### src/stack_bytecode_cpu_step_macros.svh
// Assertion macros for the stack bytecode core.
`ifndef STACK_BYTECODE_CPU_STEP_MACROS_SVH
`define STACK_BYTECODE_CPU_STEP_MACROS_SVH
`ifndef ASSERT_OFF
`define SBC_ASSERT(label, clk, rst, prop) \
  label: assert property (@(posedge clk) disable iff (rst) prop) \
    else $error("assertion failed");
`define SBC_ASSERT_RST(label, clk, prop) \
  label: assert property (@(posedge clk) prop) else $error("assertion failed");
`else
`define SBC_ASSERT(label, clk, rst, prop)
`define SBC_ASSERT_RST(label, clk, prop)
`endif
`endif

### src/sbc_pkg.sv
// Shared types and constants for the stack bytecode core.
package sbc_pkg;
  localparam int OPERAND_DEPTH = 64;
  localparam int CALL_DEPTH = 256;
  localparam int PC_BITS = 16;
  localparam int OW = $clog2(OPERAND_DEPTH);
  localparam int CW = $clog2(CALL_DEPTH);
  localparam logic [PC_BITS-1:0] OP_LEN = PC_BITS'(1);
  localparam logic [PC_BITS-1:0] OPK_LEN = PC_BITS'(5);

  typedef enum logic [3:0] {
    EFF_NONE = 4'd0, EFF_SETUP = 4'd1, EFF_WRITE = 4'd2, EFF_DMS = 4'd3,
    EFF_DUS = 4'd4, EFF_PEEK = 4'd5, EFF_PRINT = 4'd6, EFF_HALT = 4'd7,
    EFF_INVALID = 4'd8, EFF_BOUNDS = 4'd9
  } effect_t;

  typedef enum logic [7:0] {
    OP_ADD = 8'd0, OP_SUB = 8'd1, OP_MUL = 8'd2, OP_OR = 8'd20, OP_XOR = 8'd21,
    OP_AND = 8'd22, OP_NOT = 8'd23, OP_NEG = 8'd24, OP_SHL = 8'd25, OP_SHR = 8'd26,
    OP_BOOL = 8'd27, OP_LNOT = 8'd28, OP_JMP = 8'd40, OP_ALLOC = 8'd41,
    OP_CALL = 8'd42, OP_RET = 8'd43, OP_EQ = 8'd44, OP_NE = 8'd45, OP_GT = 8'd46,
    OP_LT = 8'd47, OP_GE = 8'd48, OP_LE = 8'd49, OP_JNZ = 8'd50, OP_JZ = 8'd51,
    OP_PUSH = 8'd60, OP_SPILL = 8'd61, OP_LOAD = 8'd62, OP_STORE = 8'd63,
    OP_POP = 8'd64, OP_PSETUP = 8'd80, OP_PREAD = 8'd81, OP_PWRITE = 8'd82,
    OP_DMS = 8'd100, OP_DUS = 8'd101, OP_HALT = 8'd200, OP_NOP = 8'd201,
    OP_PEEK = 8'd202, OP_PRINT = 8'd203
  } opcode_t;

  typedef struct packed {
    logic [7:0]  opcode;
    logic [31:0] immediate;
    logic [31:0] pin_levels;
  } in_item_t;

  typedef struct packed {
    logic [15:0] next_pc;
    logic [3:0]  effect;
    logic [31:0] effect_pin;
    logic [31:0] effect_value;
    logic        halted;
  } out_item_t;

  // front-end classification that travels with each request
  typedef struct packed {
    logic        known;
    logic        takes_imm;
    logic [7:0]  opcode;
    logic [31:0] immediate;
    logic [31:0] pin_levels;
  } dec_item_t;

  function automatic logic op_known(input logic [7:0] op);
    case (op)
      OP_ADD, OP_SUB, OP_MUL, OP_OR, OP_XOR, OP_AND, OP_NOT, OP_NEG, OP_SHL,
      OP_SHR, OP_BOOL, OP_LNOT, OP_JMP, OP_ALLOC, OP_CALL, OP_RET, OP_EQ, OP_NE,
      OP_GT, OP_LT, OP_GE, OP_LE, OP_JNZ, OP_JZ, OP_PUSH, OP_SPILL, OP_LOAD,
      OP_STORE, OP_POP, OP_PSETUP, OP_PREAD, OP_PWRITE, OP_DMS, OP_DUS,
      OP_HALT, OP_NOP, OP_PEEK, OP_PRINT: return 1'b1;
      default: return 1'b0;
    endcase
  endfunction
endpackage

### src/sbc_front.sv
// Front end: decode each request into a two-entry queue.
module sbc_front import sbc_pkg::*; (
  input  logic      clk,
  input  logic      rst,
  input  logic      push,
  output logic      full,
  input  in_item_t  item,
  output logic      dq_valid,
  input  logic      dq_take,
  output dec_item_t dq_item
);
  dec_item_t slots [2];
  logic rd;
  logic [1:0] count;
  dec_item_t dec;
  logic take_in;

  assign full = count[1];
  assign take_in = push && !full;
  assign dq_valid = count != 2'd0;
  assign dq_item = slots[rd];

  always_comb begin
    dec.opcode = item.opcode;
    dec.immediate = item.immediate;
    dec.pin_levels = item.pin_levels;
    dec.known = op_known(item.opcode);
    dec.takes_imm = (item.opcode == OP_JMP) || (item.opcode == OP_ALLOC) ||
      (item.opcode == OP_CALL) || (item.opcode == OP_RET) || (item.opcode == OP_JNZ) ||
      (item.opcode == OP_JZ) || (item.opcode == OP_PUSH) || (item.opcode == OP_LOAD) ||
      (item.opcode == OP_STORE) || (item.opcode == OP_NOP);
  end

  always_ff @(posedge clk) begin
    if (rst) begin
      rd <= 1'b0;
      count <= 2'd0;
    end else begin
      if (dq_valid && dq_take) rd <= ~rd;
      count <= count + 2'(take_in) - 2'(dq_valid && dq_take);
    end
    if (take_in) slots[rd ^ count[0]] <= dec;
  end
endmodule

### config.mk
export PLATFORM = sky130hd
export DESIGN_NAME = sbc_front
export DESIGN_NICKNAME = d
export VERILOG_FILES = /design/src/stack_bytecode_cpu_step_macros.svh /design/src/sbc_pkg.sv /design/src/sbc_front.sv
export SDC_FILE = /design/constraint.sdc
export NUM_CORES = 1
export LEC_CHECK = 0
export ABC_CLOCK_PERIOD_IN_PS = 7350
export BUFFER_PORTS_ARGS = -buffer_cell sky130_fd_sc_hd__buf_2
export CAP_MARGIN = 10
export CORE_AREA = 2 2 107 109
export CTS_BUF_LIST = sky130_fd_sc_hd__clkbuf_8
export DETAILED_ROUTE_END_ITERATION = 8
export DIE_AREA = 0 0 109 111
export GPL_TIMING_DRIVEN = 0
export PLACE_DENSITY = 0.8
export SLEW_MARGIN = 20
export SYNTH_ARGS = -nofsm -noshare
export SYNTH_HDL_FRONTEND = slang
export SYNTH_SLANG_ARGS = --single-unit
### constraint.sdc
create_clock -name clk -period 7.35 [get_ports clk]
set_input_delay 2.205 -clock clk [delete_from_list [all_inputs] [get_ports clk]]
set_output_delay 2.205 -clock clk [all_outputs]
set_load 0.02 [all_outputs]
After elaboration in Yosys (flattened, before gate mapping)
Memory sizes are Yosys's and may differ from the RTL's. A register that Yosys moved wholly into a read port is not among the register bits.
Index checks and enable logic that the tools add are counted.
Storage, ports and cells
  register bits: 3
  bits in writable memories: 148
  bits of input ports: 76
  output and inout port bits: 76
  logic and storage cells: 64
  memories: 1
Memories
  slots: depth 2, width 74, rd ports 1, clocked after Yosys merged registers in 1, wr ports 1, line sbc_front.sv:12  | dec_item_t slots [2];
Operators by class
  add/subtract/negate cells: 2
  eq/ne operators: 37
  mux-type cells: 5
  bitwise gates (word level): 2
  reduce and logical (&&, ||, !) cells: 15
Operators by type and width (number)
  == test 8 x 6 -> 1 bit, second input constant: 16
  == test 8 x 5 -> 1 bit, second input constant: 9
  == test 8 x 7 -> 1 bit, second input constant: 6
  OR reduction 38 bit: 1
  == test 8 bit, second input constant: 4
  logical OR 1 bit: 9
  == test 8 x 1 -> 1 bit, second input constant: 1
  == test 8 x 2 -> 1 bit, second input constant: 1
  zero test 8 bit: 1
  two-way mux 1 bit: 5
  adder 2 x 1 -> 2 bit: 1
  logical AND 1 bit: 2
  nonzero test 2 bit: 1
  subtractor 2 x 1 -> 2 bit: 1
  zero test 1 bit: 1
  NOT 1 bit: 1
  bitwise XOR 1 bit: 1

Depth between registers and ports, before layout
  depth in word-level cells: 10
  mapped depth: 8
  gate-level depth less buffers: 8

Least setup slack after synthesis
No wires, ideal clock.
  path kind: input to register
  from: input push
  to: memory slots[0][0] (netlist name), enable pin
  setup time: 0.515 ns
  arrival time: 5.585 ns
  required time: 6.835 ns
  setup slack: 1.249 ns
  stages: 2
  path buffers: 0
  path through: nand2b_1 -> nor2b_1
On the way
  longest elaborated chain between the ends: 3
Ends and longest elaborated chain
  from (decl): line sbc_front.sv:5  | input logic push,
  logical AND 1 bit: line sbc_front.sv:19  | assign take_in = push && !full;
  two-way mux 1 bit: line sbc_front.sv:42  | if (take_in) slots[rd ^ count[0]] <= dec;
  two-way mux 1 bit (not written as such): line sbc_front.sv:42
  to (decl): line sbc_front.sv:12
No other way between the ends.

==> flow_summary.yaml <==
status:
  outcome: "complete, no violations"
yosys:
  yosysSeqAreaShare_pct: 78.73
  yosysWarnings: 0
  syn-num-nets: 366
  synthCells: 288
  avgSynthCellArea_um2: 19.95
  synth_seq_cells: 152
  ys_types: 30
  syn_area_um2: 5747
place:
  dp_cells: 588
  dp_hpwl_um: 7185
  numPortBuffers: 151
  gp_congestion: 0.7694
  place_area_um2: 6862
die:
  die_h_um: 111
  die_w_um: 109
  io_pins: 152
  dieArea_um2: 12100
  initial_core_util_pct: 51.88
  core-area_um2: 11080
  num_rows: 39
cts:
  cts_made_buffers: 17
  postCtsHoldBufs: 0
  htree_levels: 4
  tritoncts: "built"
  clkLatencyLatePin_ns: 0.42
  cts_root_buf: "clkbuf_8"
  clock_sinks: 152
  clk_pin_slew_worst_paths_ns: 0.07
  post_cts_buffers: 0
  postCtsResizedCells: 0
  cts_buffer_depth: 2
routing:
  ant_nets: 0
  first_pass_iters: 4
  drcViolationCount: 0
  routed_wl_um: 10380
  vias_per_cell: 5.134
  wl_per_cell_um: 16.75
  num_vias: 3183
  drt-initial-drc-count: 135
setup_path:
  startpoint_type: "register"
  rrSetupSlack_ns: 5.26
  crit_type: "register to output pin"
  critPathArrivalTime_ns: 2.09
  endpoint_kind: "output pin"
  crit_required_ns: 5.14
  crit_path_max_fanout: 10
sta:
  slew_violations: 0
  hold_slack_ns: 0.5712
  worst_pin_slew_ns: 0.6993
  fin_crit_ns: 4.298
  rsz0062_at_grt: "no"
  clock_skew_ns: 0.008547
  hold_viol: 0
  relSlewSlack_pct: 53.27
  period_share_pct: 58.48
  max_freq_mhz: 232.7
  setup_violations: 0
finish:
  final_common_cell: "buf_2"
  final_cell_count_no_fill: 620
  diodes: 0
  layout-drive-gt1-share_pct: 57.02
  area_growth_pct: 28.06
  layout_common_cells: "buf_2, edfxtp_1, mux2_2, clkbuf_8, nor2_1"
  nets: 542
  utilization_pct: 66.44
  finalInstanceArea_um2: 7360
pwr:
  leakage_nw: 2.807
  power_density_nw_per_um2: 418.9
  vdd_drop_max_mv: 0.2620
hold_path:
  hold_class: "register to register"
global_routing:
  antenna_found_initial: 1
  grt.overflow.total: 0
  grt_pass1_vias: 3365
  grt_pass1_wl_um: 16290
  grt_start_max_net_pins: 25
  grt_usage_pct: 18.03
run:
  maxCapViolCount: 0
## cells in the mapped netlist
| master | instances | share of area (%) |
|---|---|---|
| xnor2_1 | 3 | 0.46 |
| nor4_1 | 2 | 0.22 |
| a311oi_1 | 1 | 0.15 |
| or4b_1 | 1 | 0.17 |
| and3b_2 | 1 | 0.17 |
| o311ai_1 | 1 | 0.15 |
| mux2_2 | 74 | 15 |
| nor4b_1 | 1 | 0.15 |
| o2111ai_1 | 1 | 0.15 |
| nand2b_1 | 3 | 0.33 |
| edfxtp_1 | 148 | 77 |
| and2_1 | 1 | 0.11 |
| nor2_1 | 9 | 0.59 |
| or2_2 | 2 | 0.22 |
| o41ai_1 | 2 | 0.30 |
| buf_2 | 6 | 0.52 |
| a21oi_1 | 2 | 0.17 |
| ha_1 | 2 | 0.44 |
| nand2_1 | 6 | 0.39 |
| and4bb_1 | 1 | 0.22 |
| o211ai_1 | 1 | 0.13 |
| clkbuf_1 | 2 | 0.13 |
| xor2_1 | 1 | 0.15 |
| nor2b_1 | 3 | 0.33 |
| inv_1 | 3 | 0.20 |
| buf_4 | 3 | 0.39 |
| o31ai_1 | 1 | 0.13 |
| or2b_1 | 1 | 0.13 |
| dfxtp_1 | 4 | 1.4 |
| nor3b_1 | 2 | 0.26 |
## worst max-delay path, cell delays in order, from the launching register on
cell and delay, ns:
dfxtp_1 0.33, clkbuf_1 0.44, buf_2 0.36, mux2_2 0.38
buf_2 0.16
## through the flow
step | setup WS [ns] | TNS (ns) | power [mW]
after floorplan | 1.249 | 0 | 1.970
after detailed placement | 3.441 | 0 | 2.351
after global placement | -0.5511 | -55.78 | 2.268
after global routing | 2.850 | 0 | 3.232
final | 3.052 | 0 | 3.083
after CTS | 2.971 | 0 | 3.120
## flip-flops by register name, indices dropped and copies added, names as in the netlist, named ones only
signal	cells
slots	148
count	2
rd	1
## final cells by class
cell class,count,area [µm²]
buffer,11,60.06
clock buffer,19,261.5
clock inverter,13,236.5
fill,798,3717
inverter,3,11.26
multi-input combinational,122,1166
sequential,152,4524
tap,143,178.9
timing repair buffer,157,920.9
## path summary, 6_finish.rpt
check,start,end,cells after the start
worst max-delay path,register,dq_item[45],4
worst min-delay path,count[1],count[1],2
worst max register to register,rd,slots[0][22],4
worst min register to register,count[1],count[1],2
## power by group
part | internal [mW] | switching, mW | total, mW
clock | 0.485 | 0.281 | 0.767
sequential | 1.24 | 0.0529 | 1.29
combinational | 0.419 | 0.605 | 1.02
## logic make-up after synthesis
| kind of cell | count (synthesis) | synth area share (%) |
|---|---|---|
| simple gates | 33 | 3.288 |
| buf+inv | 14 | 1.241 |
| fa+ha+maj | 2 | 0.4354 |
| flops | 152 | 78.73 |
| mux | 74 | 14.50 |
| xor+xnor | 4 | 0.6097 |
| compound gates | 9 | 1.198 |
## metal layers
| metal | up-vias | global-route usage (%) | routed length [µm] |
|---|---|---|---|
| met5 | - | 0 | 7 |
| met4 | 2 | 6.068 | 91 |
| met3 | 11 | 7.349 | 819 |
| met2 | 123 | 29.28 | 5238 |
| met1 | 1562 | 21.74 | 4226 |
| li1 | 1485 | - | - |
Note: power is estimated with default switching activity, not from simulation.
